File: src/hw/rtl/fsps_pkg.sv
package fsps_pkg;

   // default table depth
   localparam int PROC_MAX_DEF = 16;

   // field widths
   localparam int DUR_W    = 16;
   localparam int WGT_W    = 4;
   localparam int TIME_W   = 32;
   localparam int DTOT_W   = 20;
   localparam int WTOT_W   = 8;
   localparam int SLICE_W  = 24;
   localparam int QUANT_W  = 16;
   localparam int PID_W    = 4;
   localparam int STAT_W   = 2;
   localparam int DIVCNT_W = 5;

   // configuration port
   localparam int CSR_ADDR_W = 3;
   localparam int CSR_DATA_W = 32;
   localparam logic REG_QUANTUM = 1'b0;
   localparam logic [QUANT_W-1:0] QUANTUM_RST = 16'd100;

   // command codes
   localparam logic CMD_ADD  = 1'b0;
   localparam logic CMD_STEP = 1'b1;

   // status codes
   localparam logic [STAT_W-1:0] STAT_OK    = 2'd0;
   localparam logic [STAT_W-1:0] STAT_FULL  = 2'd1;
   localparam logic [STAT_W-1:0] STAT_EMPTY = 2'd2;

   // one time unit in 24.8
   localparam logic [TIME_W-1:0] ONE_TICK = 32'd256;

   // one table entry
   typedef struct packed {
      logic [DUR_W-1:0]  dur;
      logic [WGT_W-1:0]  wgt;
      logic [TIME_W-1:0] ela;
      logic [TIME_W-1:0] vrt;
      logic [TIME_W-1:0] stp;
   } entry_type;

   // controller to datapath
   typedef struct packed {
      logic req_load;
      logic add_exec;
      logic scan_issue;
      logic adv_calc;
      logic apply;
      logic div_start;
      logic div_step;
      logic out_load;
   } dp_cmd_type;

   // datapath to controller
   typedef struct packed {
      logic is_step;
      logic table_full;
      logic scan_last;
      logic found;
      logic will_finish;
      logic div_last;
      logic out_busy;
   } dp_stat_type;

   // saturating 32-bit add
   function automatic logic [TIME_W-1:0] sat_add(input logic [TIME_W-1:0] a,
                                                 input logic [TIME_W-1:0] b);
      logic [TIME_W:0] s;
      s = {1'b0, a} + {1'b0, b};
      return s[TIME_W] ? '1 : s[TIME_W-1:0];
   endfunction

endpackage

File: src/hw/rtl/fsps_req_if.sv
interface fsps_req_if;
   logic        valid;
   logic        ready;
   logic        command;
   logic [15:0] burst_time;
   logic [3:0]  priority_req;

   modport source (output valid, output command, output burst_time, output priority_req,
                   input ready);
   modport sink (input valid, input command, input burst_time, input priority_req,
                 output ready);
endinterface

File: src/hw/rtl/fsps_rsp_if.sv
interface fsps_rsp_if;
   logic               valid;
   logic               ready;
   logic [1:0]         status;
   logic [3:0]         proc_id;
   logic [31:0]        sched_clock;
   logic               completed;
   logic               all_done;
   logic signed [31:0] switch_overhead;

   modport source (output valid, output status, output proc_id, output sched_clock,
                   output completed, output all_done, output switch_overhead,
                   input ready);
   modport sink (input valid, input status, input proc_id, input sched_clock,
                 input completed, input all_done, input switch_overhead,
                 output ready);
endinterface

File: src/hw/rtl/fair_share_process_scheduler.sv
// Add word: latch, table write, bit-serial slice divide (not on a full table), result load.
// Step word: latch, table scan, advance, apply, slice divide if the process finishes, result load.
// One word at a time; the table scan reads one entry per cycle and the slice divider is
// bit-serial. A waiting result does not block the scan.
// Reset (synchronous, active high): empty table, clock and totals zero, quantum 100.
module fair_share_process_scheduler #(
   parameter int MAX_PROCS = fsps_pkg::PROC_MAX_DEF
) (
   input  logic clock,
   input  logic reset,
   fsps_req_if.sink   req_chan,
   fsps_rsp_if.source rsp_chan,
   input  logic csr_psel,
   input  logic csr_penable,
   input  logic csr_pwrite,
   input  logic [fsps_pkg::CSR_ADDR_W-1:0] csr_paddr,
   input  logic [fsps_pkg::CSR_DATA_W-1:0] csr_pwdata,
   output logic [fsps_pkg::CSR_DATA_W-1:0] csr_prdata,
   output logic csr_pready
);
   import fsps_pkg::*;

   dp_cmd_type  cmd;
   dp_stat_type st;

   assign csr_pready = 1'b1;

   // sequencer
   fsps_ctrl u_ctrl (
      .clock     (clock),
      .reset     (reset),
      .req_valid (req_chan.valid),
      .req_ready (req_chan.ready),
      .st        (st),
      .cmd       (cmd)
   );

   // table, scan, divider and result register
   fsps_dpath #(.MAX_PROCS(MAX_PROCS)) u_dpath (
      .clock               (clock),
      .reset               (reset),
      .req_command         (req_chan.command),
      .req_burst_time      (req_chan.burst_time),
      .req_priority_req    (req_chan.priority_req),
      .rsp_valid           (rsp_chan.valid),
      .rsp_ready           (rsp_chan.ready),
      .rsp_status          (rsp_chan.status),
      .rsp_proc_id         (rsp_chan.proc_id),
      .rsp_sched_clock     (rsp_chan.sched_clock),
      .rsp_completed       (rsp_chan.completed),
      .rsp_all_done        (rsp_chan.all_done),
      .rsp_switch_overhead (rsp_chan.switch_overhead),
      .csr_psel            (csr_psel),
      .csr_penable         (csr_penable),
      .csr_pwrite          (csr_pwrite),
      .csr_paddr           (csr_paddr),
      .csr_pwdata          (csr_pwdata),
      .csr_prdata          (csr_prdata),
      .cmd                 (cmd),
      .st                  (st)
   );

endmodule

File: src/hw/rtl/fsps_ctrl.sv
module fsps_ctrl (
   input  logic                 clock,
   input  logic                 reset,
   input  logic                 req_valid,
   output logic                 req_ready,
   input  fsps_pkg::dp_stat_type st,
   output fsps_pkg::dp_cmd_type  cmd
);
   import fsps_pkg::*;

   localparam logic [2:0] S_IDLE     = 3'd0;
   localparam logic [2:0] S_ADD      = 3'd1;
   localparam logic [2:0] S_SCAN     = 3'd2;
   localparam logic [2:0] S_SCAN_END = 3'd3;
   localparam logic [2:0] S_EXEC     = 3'd4;
   localparam logic [2:0] S_APPLY    = 3'd5;
   localparam logic [2:0] S_DIV      = 3'd6;
   localparam logic [2:0] S_FINISH   = 3'd7;

   logic [2:0] state_ff, state_in;
   logic       fire;

   assign req_ready = (state_ff == S_IDLE);
   assign fire      = req_valid && req_ready;

   // next state and datapath commands
   always_comb begin
      state_in = state_ff;
      cmd      = '0;
      unique case (state_ff)
         S_IDLE: begin
            if (fire) begin
               cmd.req_load = 1'b1;
               state_in     = st.is_step ? S_SCAN : S_ADD;
            end
         end
         S_ADD: begin
            cmd.add_exec = 1'b1;
            if (st.table_full) begin
               state_in = S_FINISH;
            end else begin
               cmd.div_start = 1'b1;
               state_in      = S_DIV;
            end
         end
         S_SCAN: begin
            cmd.scan_issue = 1'b1;
            if (st.scan_last) state_in = S_SCAN_END;
         end
         S_SCAN_END: state_in = S_EXEC;
         S_EXEC: begin
            cmd.adv_calc = 1'b1;
            state_in     = st.found ? S_APPLY : S_FINISH;
         end
         S_APPLY: begin
            cmd.apply = 1'b1;
            if (st.will_finish) begin
               cmd.div_start = 1'b1;
               state_in      = S_DIV;
            end else begin
               state_in = S_FINISH;
            end
         end
         S_DIV: begin
            cmd.div_step = 1'b1;
            if (st.div_last) state_in = S_FINISH;
         end
         S_FINISH: begin
            if (!st.out_busy) begin
               cmd.out_load = 1'b1;
               state_in     = S_IDLE;
            end
         end
         default: state_in = S_IDLE;
      endcase
   end

   always_ff @(posedge clock) begin
      if (reset) state_ff <= S_IDLE;
      else       state_ff <= state_in;
   end

endmodule

File: src/hw/rtl/fsps_dpath.sv
module fsps_dpath #(
   parameter int MAX_PROCS = fsps_pkg::PROC_MAX_DEF
) (
   input  logic                 clock,
   input  logic                 reset,
   // input word
   input  logic                 req_command,
   input  logic [15:0]          req_burst_time,
   input  logic [3:0]           req_priority_req,
   // result word
   output logic                 rsp_valid,
   input  logic                 rsp_ready,
   output logic [1:0]           rsp_status,
   output logic [3:0]           rsp_proc_id,
   output logic [31:0]          rsp_sched_clock,
   output logic                 rsp_completed,
   output logic                 rsp_all_done,
   output logic signed [31:0]   rsp_switch_overhead,
   // register port
   input  logic                 csr_psel,
   input  logic                 csr_penable,
   input  logic                 csr_pwrite,
   input  logic [fsps_pkg::CSR_ADDR_W-1:0] csr_paddr,
   input  logic [fsps_pkg::CSR_DATA_W-1:0] csr_pwdata,
   output logic [fsps_pkg::CSR_DATA_W-1:0] csr_prdata,
   // control
   input  fsps_pkg::dp_cmd_type  cmd,
   output fsps_pkg::dp_stat_type st
);
   import fsps_pkg::*;

   localparam int IW = (MAX_PROCS > 1) ? $clog2(MAX_PROCS) : 1;
   localparam int CW = $clog2(MAX_PROCS + 1);

   // registers
   logic [QUANT_W-1:0] quantum_ff;
   logic [DUR_W-1:0]   burst_ff;
   logic [WGT_W-1:0]   wgt_req_ff;
   logic [MAX_PROCS-1:0] live_ff;
   logic [TIME_W-1:0]  stamp_ff;
   logic [TIME_W-1:0]  clock_ff;
   logic [DTOT_W-1:0]  dtot_ff;
   logic [WTOT_W-1:0]  wtot_ff;
   logic [SLICE_W-1:0] slice_ff;
   logic [CW-1:0]      live_cnt_ff;
   logic [CW-1:0]      next_id_ff;
   logic [IW-1:0]      scan_idx_ff;
   logic [IW-1:0]      rd_idx_ff;
   logic               rd_pend_ff;
   logic               rd_live_ff;
   entry_type          rd_ff;
   logic               best_vld_ff;
   logic [IW-1:0]      best_id_ff;
   entry_type          best_ff;
   logic [TIME_W-1:0]  adv_ff;
   logic [TIME_W-1:0]  full_ff;
   logic [WTOT_W-1:0]  rem_ff;
   logic [SLICE_W-1:0] dq_ff;
   logic [DIVCNT_W-1:0] div_cnt_ff;
   logic               div_ran_ff;
   logic [STAT_W-1:0]  res_stat_ff;
   logic [PID_W-1:0]   res_pid_ff;
   logic               res_done_ff;
   logic               res_all_ff;
   logic [TIME_W-1:0]  res_ovh_ff;
   logic               out_vld_ff;
   logic [STAT_W-1:0]  out_stat_ff;
   logic [PID_W-1:0]   out_pid_ff;
   logic [TIME_W-1:0]  out_clk_ff;
   logic               out_done_ff;
   logic               out_all_ff;
   logic [TIME_W-1:0]  out_ovh_ff;

   entry_type mem [MAX_PROCS];

   // combinational helpers
   logic               mem_we;
   logic [IW-1:0]      mem_wa;
   entry_type          mem_wd;
   logic               take;
   logic [WGT_W-1:0]   wgt_eff;
   logic [WTOT_W:0]    wsum;
   logic [DTOT_W:0]    dsum;
   logic [TIME_W-1:0]  full_c;
   logic [TIME_W-1:0]  rem_c;
   logic [TIME_W-1:0]  slice_ext;
   logic [TIME_W-1:0]  adv_c;
   logic [TIME_W-1:0]  ela_new;
   logic [TIME_W-1:0]  vrt_new;
   logic [TIME_W-1:0]  clk_new;
   logic [WTOT_W:0]    trial;
   logic               ge;
   logic [SLICE_W-1:0] slice_c;

   assign wgt_eff  = (wgt_req_ff == '0) ? WGT_W'(1) : wgt_req_ff;
   assign wsum     = {1'b0, wtot_ff} + (WTOT_W+1)'(wgt_eff);
   assign dsum     = {1'b0, dtot_ff} + (DTOT_W+1)'(burst_ff);
   assign full_c   = {8'd0, best_ff.dur, 8'd0};
   assign rem_c    = (best_ff.ela < full_c) ? full_c - best_ff.ela : '0;
   assign slice_ext = TIME_W'(slice_ff);
   assign adv_c    = ({4'd0, quantum_ff} >= dtot_ff) ? ONE_TICK :
                     ((rem_c > slice_ext) ? slice_ext : rem_c);
   assign ela_new  = sat_add(best_ff.ela, adv_ff);
   assign vrt_new  = sat_add(best_ff.vrt, TIME_W'(best_ff.wgt));
   assign clk_new  = sat_add(clock_ff, adv_ff);
   assign trial    = {rem_ff, dq_ff[SLICE_W-1]};
   assign ge       = trial >= {1'b0, wtot_ff};
   assign slice_c  = (wtot_ff == '0) ? '0 : ((dq_ff == '0) ? SLICE_W'(1) : dq_ff);

   // scan compare: least vruntime, then oldest stamp
   assign take = rd_pend_ff && rd_live_ff &&
                 (!best_vld_ff || (rd_ff.vrt < best_ff.vrt) ||
                  ((rd_ff.vrt == best_ff.vrt) && (rd_ff.stp < best_ff.stp)));

   // status to controller
   assign st.is_step     = (req_command == CMD_STEP);
   assign st.table_full  = (next_id_ff >= CW'(MAX_PROCS));
   assign st.scan_last   = (scan_idx_ff == IW'(MAX_PROCS - 1));
   assign st.found       = best_vld_ff;
   assign st.will_finish = (ela_new >= full_ff);
   assign st.div_last    = (div_cnt_ff == DIVCNT_W'(SLICE_W - 1));
   assign st.out_busy    = out_vld_ff && !rsp_ready;

   // table write port
   always_comb begin
      mem_we = 1'b0;
      mem_wa = best_id_ff;
      mem_wd = best_ff;
      if (cmd.add_exec && !st.table_full) begin
         mem_we     = 1'b1;
         mem_wa     = next_id_ff[IW-1:0];
         mem_wd.dur = burst_ff;
         mem_wd.wgt = wgt_eff;
         mem_wd.ela = '0;
         mem_wd.vrt = TIME_W'(wgt_eff);
         mem_wd.stp = stamp_ff;
      end else if (cmd.apply) begin
         mem_we     = 1'b1;
         mem_wd.ela = ela_new;
         mem_wd.vrt = vrt_new;
         mem_wd.stp = stamp_ff;
      end
   end

   // table memory
   always_ff @(posedge clock) begin
      if (mem_we) mem[mem_wa] <= mem_wd;
      rd_ff <= mem[scan_idx_ff];
   end

   // config register
   always_ff @(posedge clock) begin
      if (reset) begin
         quantum_ff <= QUANTUM_RST;
      end else if (csr_psel && csr_penable && csr_pwrite &&
                   (csr_paddr[CSR_ADDR_W-1] == REG_QUANTUM)) begin
         quantum_ff <= csr_pwdata[QUANT_W-1:0];
      end
   end
   assign csr_prdata = (csr_paddr[CSR_ADDR_W-1] == REG_QUANTUM) ?
                       CSR_DATA_W'(quantum_ff) : '0;

   // input word latch
   always_ff @(posedge clock) begin
      if (cmd.req_load) begin
         burst_ff   <= req_burst_time;
         wgt_req_ff <= req_priority_req;
      end
   end

   // scheduler state
   always_ff @(posedge clock) begin
      if (reset) begin
         live_ff     <= '0;
         stamp_ff    <= '0;
         clock_ff    <= '0;
         dtot_ff     <= '0;
         wtot_ff     <= '0;
         slice_ff    <= '0;
         live_cnt_ff <= '0;
         next_id_ff  <= '0;
         div_ran_ff  <= 1'b0;
      end else begin
         if (cmd.add_exec && !st.table_full) begin
            live_ff[next_id_ff[IW-1:0]] <= 1'b1;
            stamp_ff    <= stamp_ff + 1'b1;
            live_cnt_ff <= live_cnt_ff + 1'b1;
            next_id_ff  <= next_id_ff + 1'b1;
            dtot_ff     <= dsum[DTOT_W] ? '1 : dsum[DTOT_W-1:0];
            wtot_ff     <= wsum[WTOT_W] ? '1 : wsum[WTOT_W-1:0];
         end
         if (cmd.apply) begin
            clock_ff <= clk_new;
            stamp_ff <= stamp_ff + 1'b1;
            if (st.will_finish) begin
               live_ff[best_id_ff] <= 1'b0;
               if (live_cnt_ff != '0) live_cnt_ff <= live_cnt_ff - 1'b1;
               wtot_ff <= (wtot_ff >= WTOT_W'(best_ff.wgt)) ?
                          wtot_ff - WTOT_W'(best_ff.wgt) : '0;
            end
         end
         if (cmd.div_start) div_ran_ff <= 1'b1;
         if (cmd.out_load) begin
            div_ran_ff <= 1'b0;
            if (div_ran_ff) slice_ff <= slice_c;
         end
      end
   end

   // minimum scan, one entry per cycle
   always_ff @(posedge clock) begin
      if (reset) begin
         rd_pend_ff  <= 1'b0;
         best_vld_ff <= 1'b0;
         scan_idx_ff <= '0;
      end else begin
         rd_pend_ff <= cmd.scan_issue;
         if (cmd.req_load) begin
            scan_idx_ff <= '0;
            best_vld_ff <= 1'b0;
         end else if (cmd.scan_issue) begin
            scan_idx_ff <= scan_idx_ff + 1'b1;
         end
         if (take) best_vld_ff <= 1'b1;
      end
   end

   always_ff @(posedge clock) begin
      if (cmd.scan_issue) begin
         rd_idx_ff  <= scan_idx_ff;
         rd_live_ff <= live_ff[scan_idx_ff];
      end
      if (take) begin
         best_ff    <= rd_ff;
         best_id_ff <= rd_idx_ff;
      end
      if (cmd.adv_calc) begin
         adv_ff  <= adv_c;
         full_ff <= full_c;
      end
   end

   // slice divider: quantum*256 / weight total, one bit per cycle
   always_ff @(posedge clock) begin
      if (cmd.div_start) begin
         rem_ff     <= '0;
         dq_ff      <= {quantum_ff, 8'd0};
         div_cnt_ff <= '0;
      end else if (cmd.div_step) begin
         rem_ff     <= ge ? WTOT_W'(trial - {1'b0, wtot_ff}) : trial[WTOT_W-1:0];
         dq_ff      <= {dq_ff[SLICE_W-2:0], ge};
         div_cnt_ff <= div_cnt_ff + 1'b1;
      end
   end

   // pending result fields
   always_ff @(posedge clock) begin
      if (cmd.req_load) begin
         res_stat_ff <= STAT_OK;
         res_pid_ff  <= '0;
         res_done_ff <= 1'b0;
         res_all_ff  <= 1'b0;
         res_ovh_ff  <= '0;
      end else begin
         if (cmd.add_exec) begin
            if (st.table_full) res_stat_ff <= STAT_FULL;
            else               res_pid_ff  <= PID_W'(next_id_ff);
         end
         if (cmd.adv_calc && !best_vld_ff) res_stat_ff <= STAT_EMPTY;
         if (cmd.apply) begin
            res_pid_ff  <= PID_W'(best_id_ff);
            res_done_ff <= st.will_finish;
            if (st.will_finish && (live_cnt_ff == CW'(1))) begin
               res_all_ff <= 1'b1;
               res_ovh_ff <= clk_new - {4'd0, dtot_ff, 8'd0};
            end
         end
      end
   end

   // output register
   always_ff @(posedge clock) begin
      if (reset) begin
         out_vld_ff <= 1'b0;
      end else if (cmd.out_load) begin
         out_vld_ff <= 1'b1;
      end else if (rsp_ready) begin
         out_vld_ff <= 1'b0;
      end
   end

   always_ff @(posedge clock) begin
      if (cmd.out_load) begin
         out_stat_ff <= res_stat_ff;
         out_pid_ff  <= res_pid_ff;
         out_clk_ff  <= clock_ff;
         out_done_ff <= res_done_ff;
         out_all_ff  <= res_all_ff;
         out_ovh_ff  <= res_ovh_ff;
      end
   end

   assign rsp_valid           = out_vld_ff;
   assign rsp_status          = out_stat_ff;
   assign rsp_proc_id         = out_pid_ff;
   assign rsp_sched_clock     = out_clk_ff;
   assign rsp_completed       = out_done_ff;
   assign rsp_all_done        = out_all_ff;
   assign rsp_switch_overhead = signed'(out_ovh_ff);

endmodule

File: src/flat_wrapper.sv
// flat-port wrapper written by rule: the top's interface ports become plain ports
module fair_share_process_scheduler_flat import fsps_pkg::*;
#(
   parameter int MAX_PROCS = fsps_pkg::PROC_MAX_DEF
)
  (clock, reset, csr_psel, csr_penable, csr_pwrite, csr_paddr, csr_pwdata, csr_prdata, csr_pready, req_chan_valid, req_chan_command, req_chan_burst_time, req_chan_priority_req, req_chan_ready, rsp_chan_valid, rsp_chan_status, rsp_chan_proc_id, rsp_chan_sched_clock, rsp_chan_completed, rsp_chan_all_done, rsp_chan_switch_overhead, rsp_chan_ready);
  fsps_req_if req_chan_i ();
  fsps_rsp_if rsp_chan_i ();
  input  logic clock;
  input  logic reset;
  input  logic csr_psel;
  input  logic csr_penable;
  input  logic csr_pwrite;
  input  logic [fsps_pkg::CSR_ADDR_W-1:0] csr_paddr;
  input  logic [fsps_pkg::CSR_DATA_W-1:0] csr_pwdata;
  output logic [fsps_pkg::CSR_DATA_W-1:0] csr_prdata;
  output logic csr_pready;
  input wire logic [$bits(req_chan_i.valid)-1:0] req_chan_valid;
  input wire logic [$bits(req_chan_i.command)-1:0] req_chan_command;
  input wire logic [$bits(req_chan_i.burst_time)-1:0] req_chan_burst_time;
  input wire logic [$bits(req_chan_i.priority_req)-1:0] req_chan_priority_req;
  output wire logic [$bits(req_chan_i.ready)-1:0] req_chan_ready;
  output wire logic [$bits(rsp_chan_i.valid)-1:0] rsp_chan_valid;
  output wire logic [$bits(rsp_chan_i.status)-1:0] rsp_chan_status;
  output wire logic [$bits(rsp_chan_i.proc_id)-1:0] rsp_chan_proc_id;
  output wire logic [$bits(rsp_chan_i.sched_clock)-1:0] rsp_chan_sched_clock;
  output wire logic [$bits(rsp_chan_i.completed)-1:0] rsp_chan_completed;
  output wire logic [$bits(rsp_chan_i.all_done)-1:0] rsp_chan_all_done;
  output wire logic [$bits(rsp_chan_i.switch_overhead)-1:0] rsp_chan_switch_overhead;
  input wire logic [$bits(rsp_chan_i.ready)-1:0] rsp_chan_ready;
  assign req_chan_i.valid = req_chan_valid;
  assign req_chan_i.command = req_chan_command;
  assign req_chan_i.burst_time = req_chan_burst_time;
  assign req_chan_i.priority_req = req_chan_priority_req;
  assign req_chan_ready = req_chan_i.ready;
  assign rsp_chan_valid = rsp_chan_i.valid;
  assign rsp_chan_status = rsp_chan_i.status;
  assign rsp_chan_proc_id = rsp_chan_i.proc_id;
  assign rsp_chan_sched_clock = rsp_chan_i.sched_clock;
  assign rsp_chan_completed = rsp_chan_i.completed;
  assign rsp_chan_all_done = rsp_chan_i.all_done;
  assign rsp_chan_switch_overhead = rsp_chan_i.switch_overhead;
  assign rsp_chan_i.ready = rsp_chan_ready;
  fair_share_process_scheduler #(.MAX_PROCS(MAX_PROCS)) u_core (.clock(clock), .reset(reset), .req_chan(req_chan_i), .rsp_chan(rsp_chan_i), .csr_psel(csr_psel), .csr_penable(csr_penable), .csr_pwrite(csr_pwrite), .csr_paddr(csr_paddr), .csr_pwdata(csr_pwdata), .csr_prdata(csr_prdata), .csr_pready(csr_pready));
endmodule
File: config.mk
export PLATFORM = sky130hd
export DESIGN_NAME = fair_share_process_scheduler_flat
export DESIGN_NICKNAME = d
export VERILOG_FILES = /design/src/hw/rtl/fsps_pkg.sv /design/src/hw/rtl/fsps_req_if.sv /design/src/hw/rtl/fsps_rsp_if.sv /design/src/hw/rtl/fair_share_process_scheduler.sv /design/src/hw/rtl/fsps_ctrl.sv /design/src/hw/rtl/fsps_dpath.sv /design/src/flat_wrapper.sv
export SDC_FILE = /design/constraint.sdc
export NUM_CORES = 2
export LEC_CHECK = 0
export ABC_AREA = 1
export ABC_CLOCK_PERIOD_IN_PS = 10500
export CAP_MARGIN = 30
export CORE_MARGIN = 8
export CORE_UTILIZATION = 30
export CTS_BUF_LIST = sky130_fd_sc_hd__clkbuf_8 sky130_fd_sc_hd__clkbuf_16
export DETAILED_ROUTE_END_ITERATION = 8
export DONT_BUFFER_PORTS = 1
export HOLD_SLACK_MARGIN = 0.1
export PLACE_DENSITY_LB_ADDON = 0.05
export SLEW_MARGIN = 25
export SYNTH_ARGS = -nofsm -noshare
export SYNTH_HDL_FRONTEND = slang
export SYNTH_HIERARCHICAL = 1
export SYNTH_SLANG_ARGS = --single-unit
File: constraint.sdc
create_clock -name clock -period 10.5 [get_ports clock]
set_input_delay 1.05 -clock clock [delete_from_list [all_inputs] [get_ports clock]]
set_output_delay 1.05 -clock clock [all_outputs]
set_load 0.02 [all_outputs]
* After elaboration in Yosys (flattened, before gate mapping)
Memories as Yosys holds them, arrays and structs flattened. A register that Yosys moved wholly into a read port is not among the register bits.
Cells that the tools add are included.
** Word-level totals
- Flip-flop bits (word level) :: 511
- Memory bits (writable) :: 1856
- Bits of input ports :: 63
- Output and inout port bits :: 107
- Word-level logic and storage cells :: 207
- Memories kept :: 1
** Operators by class
- Add/subtract/negate cells :: 15
- Magnitude comparators :: 14
- Equal/unequal tests :: 16
- Mux-type cells :: 73
- Bitwise logic cells :: 4
- Reductions and logical operators :: 40
** Memory list
- u_core.u_dpath.mem :: words 16, bits a word 116, read ports 1, clocked after memory_dff 1, wr ports 1, RTL line fsps_dpath.sv:74 : entry_type mem [MAX_PROCS];
** Operator list (count)
- $mux 32 :: 6
- $mux 96 :: 2
- $mux 24 :: 5
- $mux 16 :: 5
- $add 32x32->33 :: 2
- $lt 32x32->1 :: 2
- $mux 8 :: 6
- $mux 20 :: 2
- $add 32x4->33 :: 1
- $add 32x1->32 const B :: 1
- $eq 32x32->1 :: 1
- $ge 32x24->1 :: 1
- $gt 32x24->1 :: 1
- $lt 32x24->1 :: 1
- $sub 24x32->32 :: 1
- $sub 32x28->32 :: 1
- $logic_not 24->1 :: 1
- $mux 1 :: 24
- $pmux 3 s8 :: 1
- $add 20x16->21 :: 1
- $ge 16x20->1 :: 1
- $mux 4 :: 5
- $mux 5 :: 4
- $and 16x16->16 :: 1
- 38 further kinds :: 86

* Logic depth before layout (Yosys ltp)
- Depth in word-level cells :: 10
- Mapped depth :: 34
- Gate-level depth less buffers :: 29

* Modules after synthesis
Netlist, hierarchy kept.
** Modules (own cells, without submodules)
- fsps_dpath :: times used 1, cells an instance 9142, area an instance 104490.2 um2, sequential area each 71038.1 um2
- fsps_ctrl :: times used 1, cells an instance 53, area an instance 319.1 um2, sequential area each 60.1 um2
- fair_share_process_scheduler :: times used 1, cells an instance 2, area an instance 11.3 um2, sequential area each 0.0 um2

* Worst setup path after synthesis
OpenSTA, ideal clock, no wires.
- Kind :: register -> register
- From :: reg u_core/u_dpath/best_ff[41] (netlist name)
- To :: reg u_core/u_dpath/best_ff[0] (netlist name) (enable)
- Library setup time :: 0.671 ns
- Data arrival time :: 7.329 ns
- Data required time :: 9.829 ns
- Setup slack :: 2.500 ns
- Cell stages (with the launch flop) :: 10
- Path buffers :: 0
- Period minus slack after synthesis :: 8.000 ns
- Cell sequence :: edfxtp_1 -> inv_1 -> ha_1 -> a21oi_1 -> o21ai_0 -> nand2_1 -> o211ai_1 -> o21ai_0 -> o211ai_1 -> a31oi_1
** Between the ends
- Longest elaborated chain between the ends :: 4
- Elaborated cells on any way between the ends :: 6
- Those cells by class :: order compare (1); eq/ne (1); reduce/logical (4)
** RTL lines
- start: declaration :: RTL line fsps_dpath.sv:54 : entry_type best_ff;
- start signal: assignment :: RTL line fsps_dpath.sv:234 : best_ff <= rd_ff;
- $lt 32x32->1 / $eq 32x32->1 (equally long branches) :: RTL line fsps_dpath.sv:112, fsps_dpath.sv:113
- $logic_or 1x1->1 / $logic_and 1x1->1 (equally long branches) :: RTL line fsps_dpath.sv:112, fsps_dpath.sv:113
- $logic_or 1x1->1 (*) :: RTL line fsps_dpath.sv:112 : (!best_vld_ff || (rd_ff.vrt < best_ff.vrt) ||
- $logic_and 1x1->1 (*) :: RTL line fsps_dpath.sv:111 : assign take = rd_pend_ff && rd_live_ff &&
- net u_core.u_dpath.take :: RTL line fsps_dpath.sv:80 : logic take;
Mark *: on every way through the listed nets, which the timed path passes. The rest lies on a longest branch.
A chain may end at the register's enable or synchronous reset.

==> reports/metrics.yaml <==
timing:
  tns_ps: 0
  finalMaxSlewViolations: 0
  slew_headroom_pct: 16.4
  min_period_ps: 6880
  setup_viol: 0
  clock.fmax_mhz: 145
  worst_pin_slew_ps: 1250
  fin_skew_ps: 55.7
  min_period_over_period_pct: 65.5
  rsz0062_at_grt: "false"
  final_hold_viol_count: 0
worst_setup_path:
  crit_required_ps: 11200
  max_stage_delay_ps: 620
  critical_path_class: "register to register"
  ff2ff_path_depth: 28
  end_kind: "register"
  cp_common_cell: "nand2_1"
  start_kind: "register"
  critical_path_peak_fanout: 19
  crit_slowest_cell: "edfxtp_1"
  r2r_end: "u_core/u_dpath/dq_ff[15]"
  r2r_setup_slack_ps: 3620
  crit_arrival_ps: 7570
  r2r-start: "u_core/u_dpath/best_ff[64]"
global_route:
  antenna_found_initial: 20
  grt_max_degree: 177
  grt_util_all_layers_pct: 18.5
  grt_pass1_vias: 70100
  grt_pass1_wl_mm: 507
  grt-ovfl-total: 0
worst_hold_path:
  worstHoldStart: "reset"
  worstHoldPathType: "input pin to register"
  holdPathStages: 1
  worstHoldEndpoint: "u_core/u_dpath/rsp_valid"
clock_tree:
  numCtsBuffers: 301
  h-tree-depth: 5
  postCtsSetupBuffers: 0
  cts.sinks: 2483
  clock_path_buffers: 4
  cts_resized: 0
  path_clk_slew_ps: 60
  cts_tree: "done"
  hold_buffers: 0
  cts-root-buf: "clkbuf_16"
  clk_latency_ps: 920
synth:
  syn_inst: 9197
  synth-seq-cells: 2483
  netlist_area_mm2: 0.105
  async_flop_share_pct: 0
  synth-edff-count: 2137
  yosysUniqueCellTypes: 60
  yosysWarnings: 6
  yosysSeqAreaShare_pct: 67.8
  avgSynthCellArea_um2: 11.4
  synthFlopType: "edfxtp_1"
placement:
  placed_area_mm2: 0.111
  io_buffers: 0
  routabilityCongestion: 0.836
  place_inst: 13500
  dp.final_hpwl_mm: 205
die:
  io_pins: 170
  initial_utilization_pct: 30.1
  fp.dieH_um: 607
  core-area_mm2: 0.349
  die_w_um: 607
  row_count: 217
  die-area_mm2: 0.369
status:
  status: "finished clean"
power:
  ir_drop_mv: 0.134
  p_leak_nw: 42.0
  switching_power_mw: 10.4
  p_int_mw: 20.4
  p_per_area_mw_per_mm2: 256
  finalPower_mw: 30.9
  seqPwrFrac_pct: 42.0
  pwr-share-clk_pct: 32.9
  comb_power_share_pct: 25.1
  switching_share_pct: 33.8
job:
  max_cap_violations: 0
finish:
  drive_gt1_share_pct: 7.89
  fin_nets: 9571
  synthToLayoutAreaGrowth_pct: 15.1
  finish.utilization_pct: 34.6
  postLayoutCellArea_mm2: 0.121
  fin_cells: 14100
route:
  via_per_inst: 5.05
  ant_nets: 0
  drt_iter0_drc: 5819
  drc: 0
  routed_wl_mm: 352
  wl_per_cell_um: 25.0
  firstDrtPassIters: 6
  route.vias.total: 71100
## synthesized netlist by cell type, types with 13 or more instances
master,number,area [um2]
ha_1,266,3330
xor2_1,77,674
a31oi_1,35,219
a21oi_1,360,1800
o211ai_1,55,413
or2_2,13,81.3
o21bai_1,22,165
nand3_1,336,1680
nor4_1,25,156
nand4_1,91,569
nor2_1,1362,5110
nor3_1,63,315
o221ai_1,199,1740
buf_4,21,158
o21ai_0,1241,6210
buf_1,37,139
o22ai_1,296,1850
clkbuf_1,428,1610
dfxtp_1,346,6930
xnor2_1,33,289
inv_1,567,2130
nand2_1,1040,3900
edfxtp_1,2137,64200
## per-stage QoR
step                hold WS, ps  worst slack, ps
floorplan                   386             2500
global placement            388             3330
detailed placement          389             3660
CTS                         155             3590
global route                193             3120
finish                      246             3620
## routing by layer
layer | part of all wire, % | track usage (%) | vias to the layer above | wire [um]
met5 | 0.0034 | 0 | - | 12
met4 | 2.1 | 4.14 | 2 | 7560
met3 | 4.1 | 2.06 | 439 | 14300
met2 | 47 | 31.0 | 1520 | 166000
met1 | 47 | 25.9 | 35900 | 164000
li1 | - | - | 33200 | -
## kinds of logic (layout without fill, tap and decap cells)
kind of cell	Yosys count	count (layout)	share of synthesized area (%)
AOI/OAI and AO/OA	2270	2270	12.3
xor gates and xnor gates	110	110	0.919
adders and majority gates	274	274	3.33
buffers and inverters	1085	1344	4.01
DFF	2483	2483	67.8
other	2	31	0.00716
and+or+nand+nor	2973	2973	11.6
## area by class of cell
type | count | area (um2)
Timing Repair Buffer | 212 | 2060
Clock buffer | 340 | 8150
Inverter | 584 | 2230
Fill cell | 34700 | 228000
Antenna cell | 6 | 15.0
Tap cell | 4599 | 5750
Multi-Input combinational cell | 5652 | 29800
Clock inverter | 208 | 1490
Sequential cell | 2483 | 71100
## state kept, by name, summed over array words and instances (netlist names), 20 cells and up
| name | flops |
|---|---|
| u_core/u_dpath/res_ovh_ff | 32 |
| u_core/u_dpath/rsp_switch_overhead | 32 |
| u_core/u_dpath/rsp_sched_clock | 32 |
| u_core/u_dpath/adv_ff | 32 |
| u_core/u_dpath/stamp_ff | 32 |
| u_core/u_dpath/best_ff | 116 |
| u_core/u_dpath/dtot_ff | 20 |
| u_core/u_dpath/clock_ff | 32 |
| u_core/u_dpath/rd_ff | 116 |
| u_core/u_dpath/slice_ff | 24 |
| u_core/u_dpath/mem | 1856 |
| u_core/u_dpath/dq_ff | 24 |
## worst max-delay path, delay by kind of cell, from the launching register on
| kind | cells | cell delay (ps) |
|---|---|---|
| AO/OA/AOI/OAI | 6 | 1820 |
| adder cells (fa/ha/maj) | 3 | 1120 |
| buffers and inverters | 3 | 1250 |
| flip-flops | 1 | 620 |
| AND/OR/NAND/NOR | 16 | 1840 |
## power groups by stage
| stage | registers [mW] | logic (mW) | clock network, mW |
|---|---|---|---|
| 2_1_floorplan | 12.8 | 5.04 | 0 |
| 3_3_place_gp | 13.2 | 7.78 | 0 |
| 3_5_place_dp | 13.2 | 7.86 | 0 |
| 4_1_cts | 13.0 | 7.89 | 10.5 |
| 5_1_grt | 13.0 | 8.73 | 10.8 |
| 6_report | 13.0 | 7.76 | 10.1 |
## placed cells by master (no fill, tap or decap), drive strengths merged, types with 9 or more instances in the layout
cell type,count
ha,266
o21ai,1247
o21a,9
or2,14
clkinv,104
a211oi,11
xnor2,33
nor3,67
nor2,1370
nand3,340
clkbuf,341
o22ai,296
edfxtp,2137
a21boi,10
nand2,1046
nand4,91
inv,665
o21bai,22
nor4,25
dfxtp,346
o221ai,199
a31oi,35
bufinv,16
xor2,77
a21oi,363
o211ai,55
conb,25
buf,211
## worst max path at each step
stage,startpoint,endpoint,slack (ps)
floorplan,u_core/u_dpath/best_ff[41],u_core/u_dpath/best_ff[0],2500
global placement,u_core/u_dpath/best_ff[64],u_core/u_dpath/dq_ff[9],3330
detailed placement,u_core/u_dpath/best_ff[64],u_core/u_dpath/dq_ff[11],3660
CTS,u_core/u_dpath/best_ff[64],u_core/u_dpath/dq_ff[22],3590
global route,u_core/u_dpath/best_ff[64],u_core/u_dpath/dq_ff[22],3120
finish,u_core/u_dpath/best_ff[64],u_core/u_dpath/dq_ff[15],3620
(Power assumes the default switching activity.)
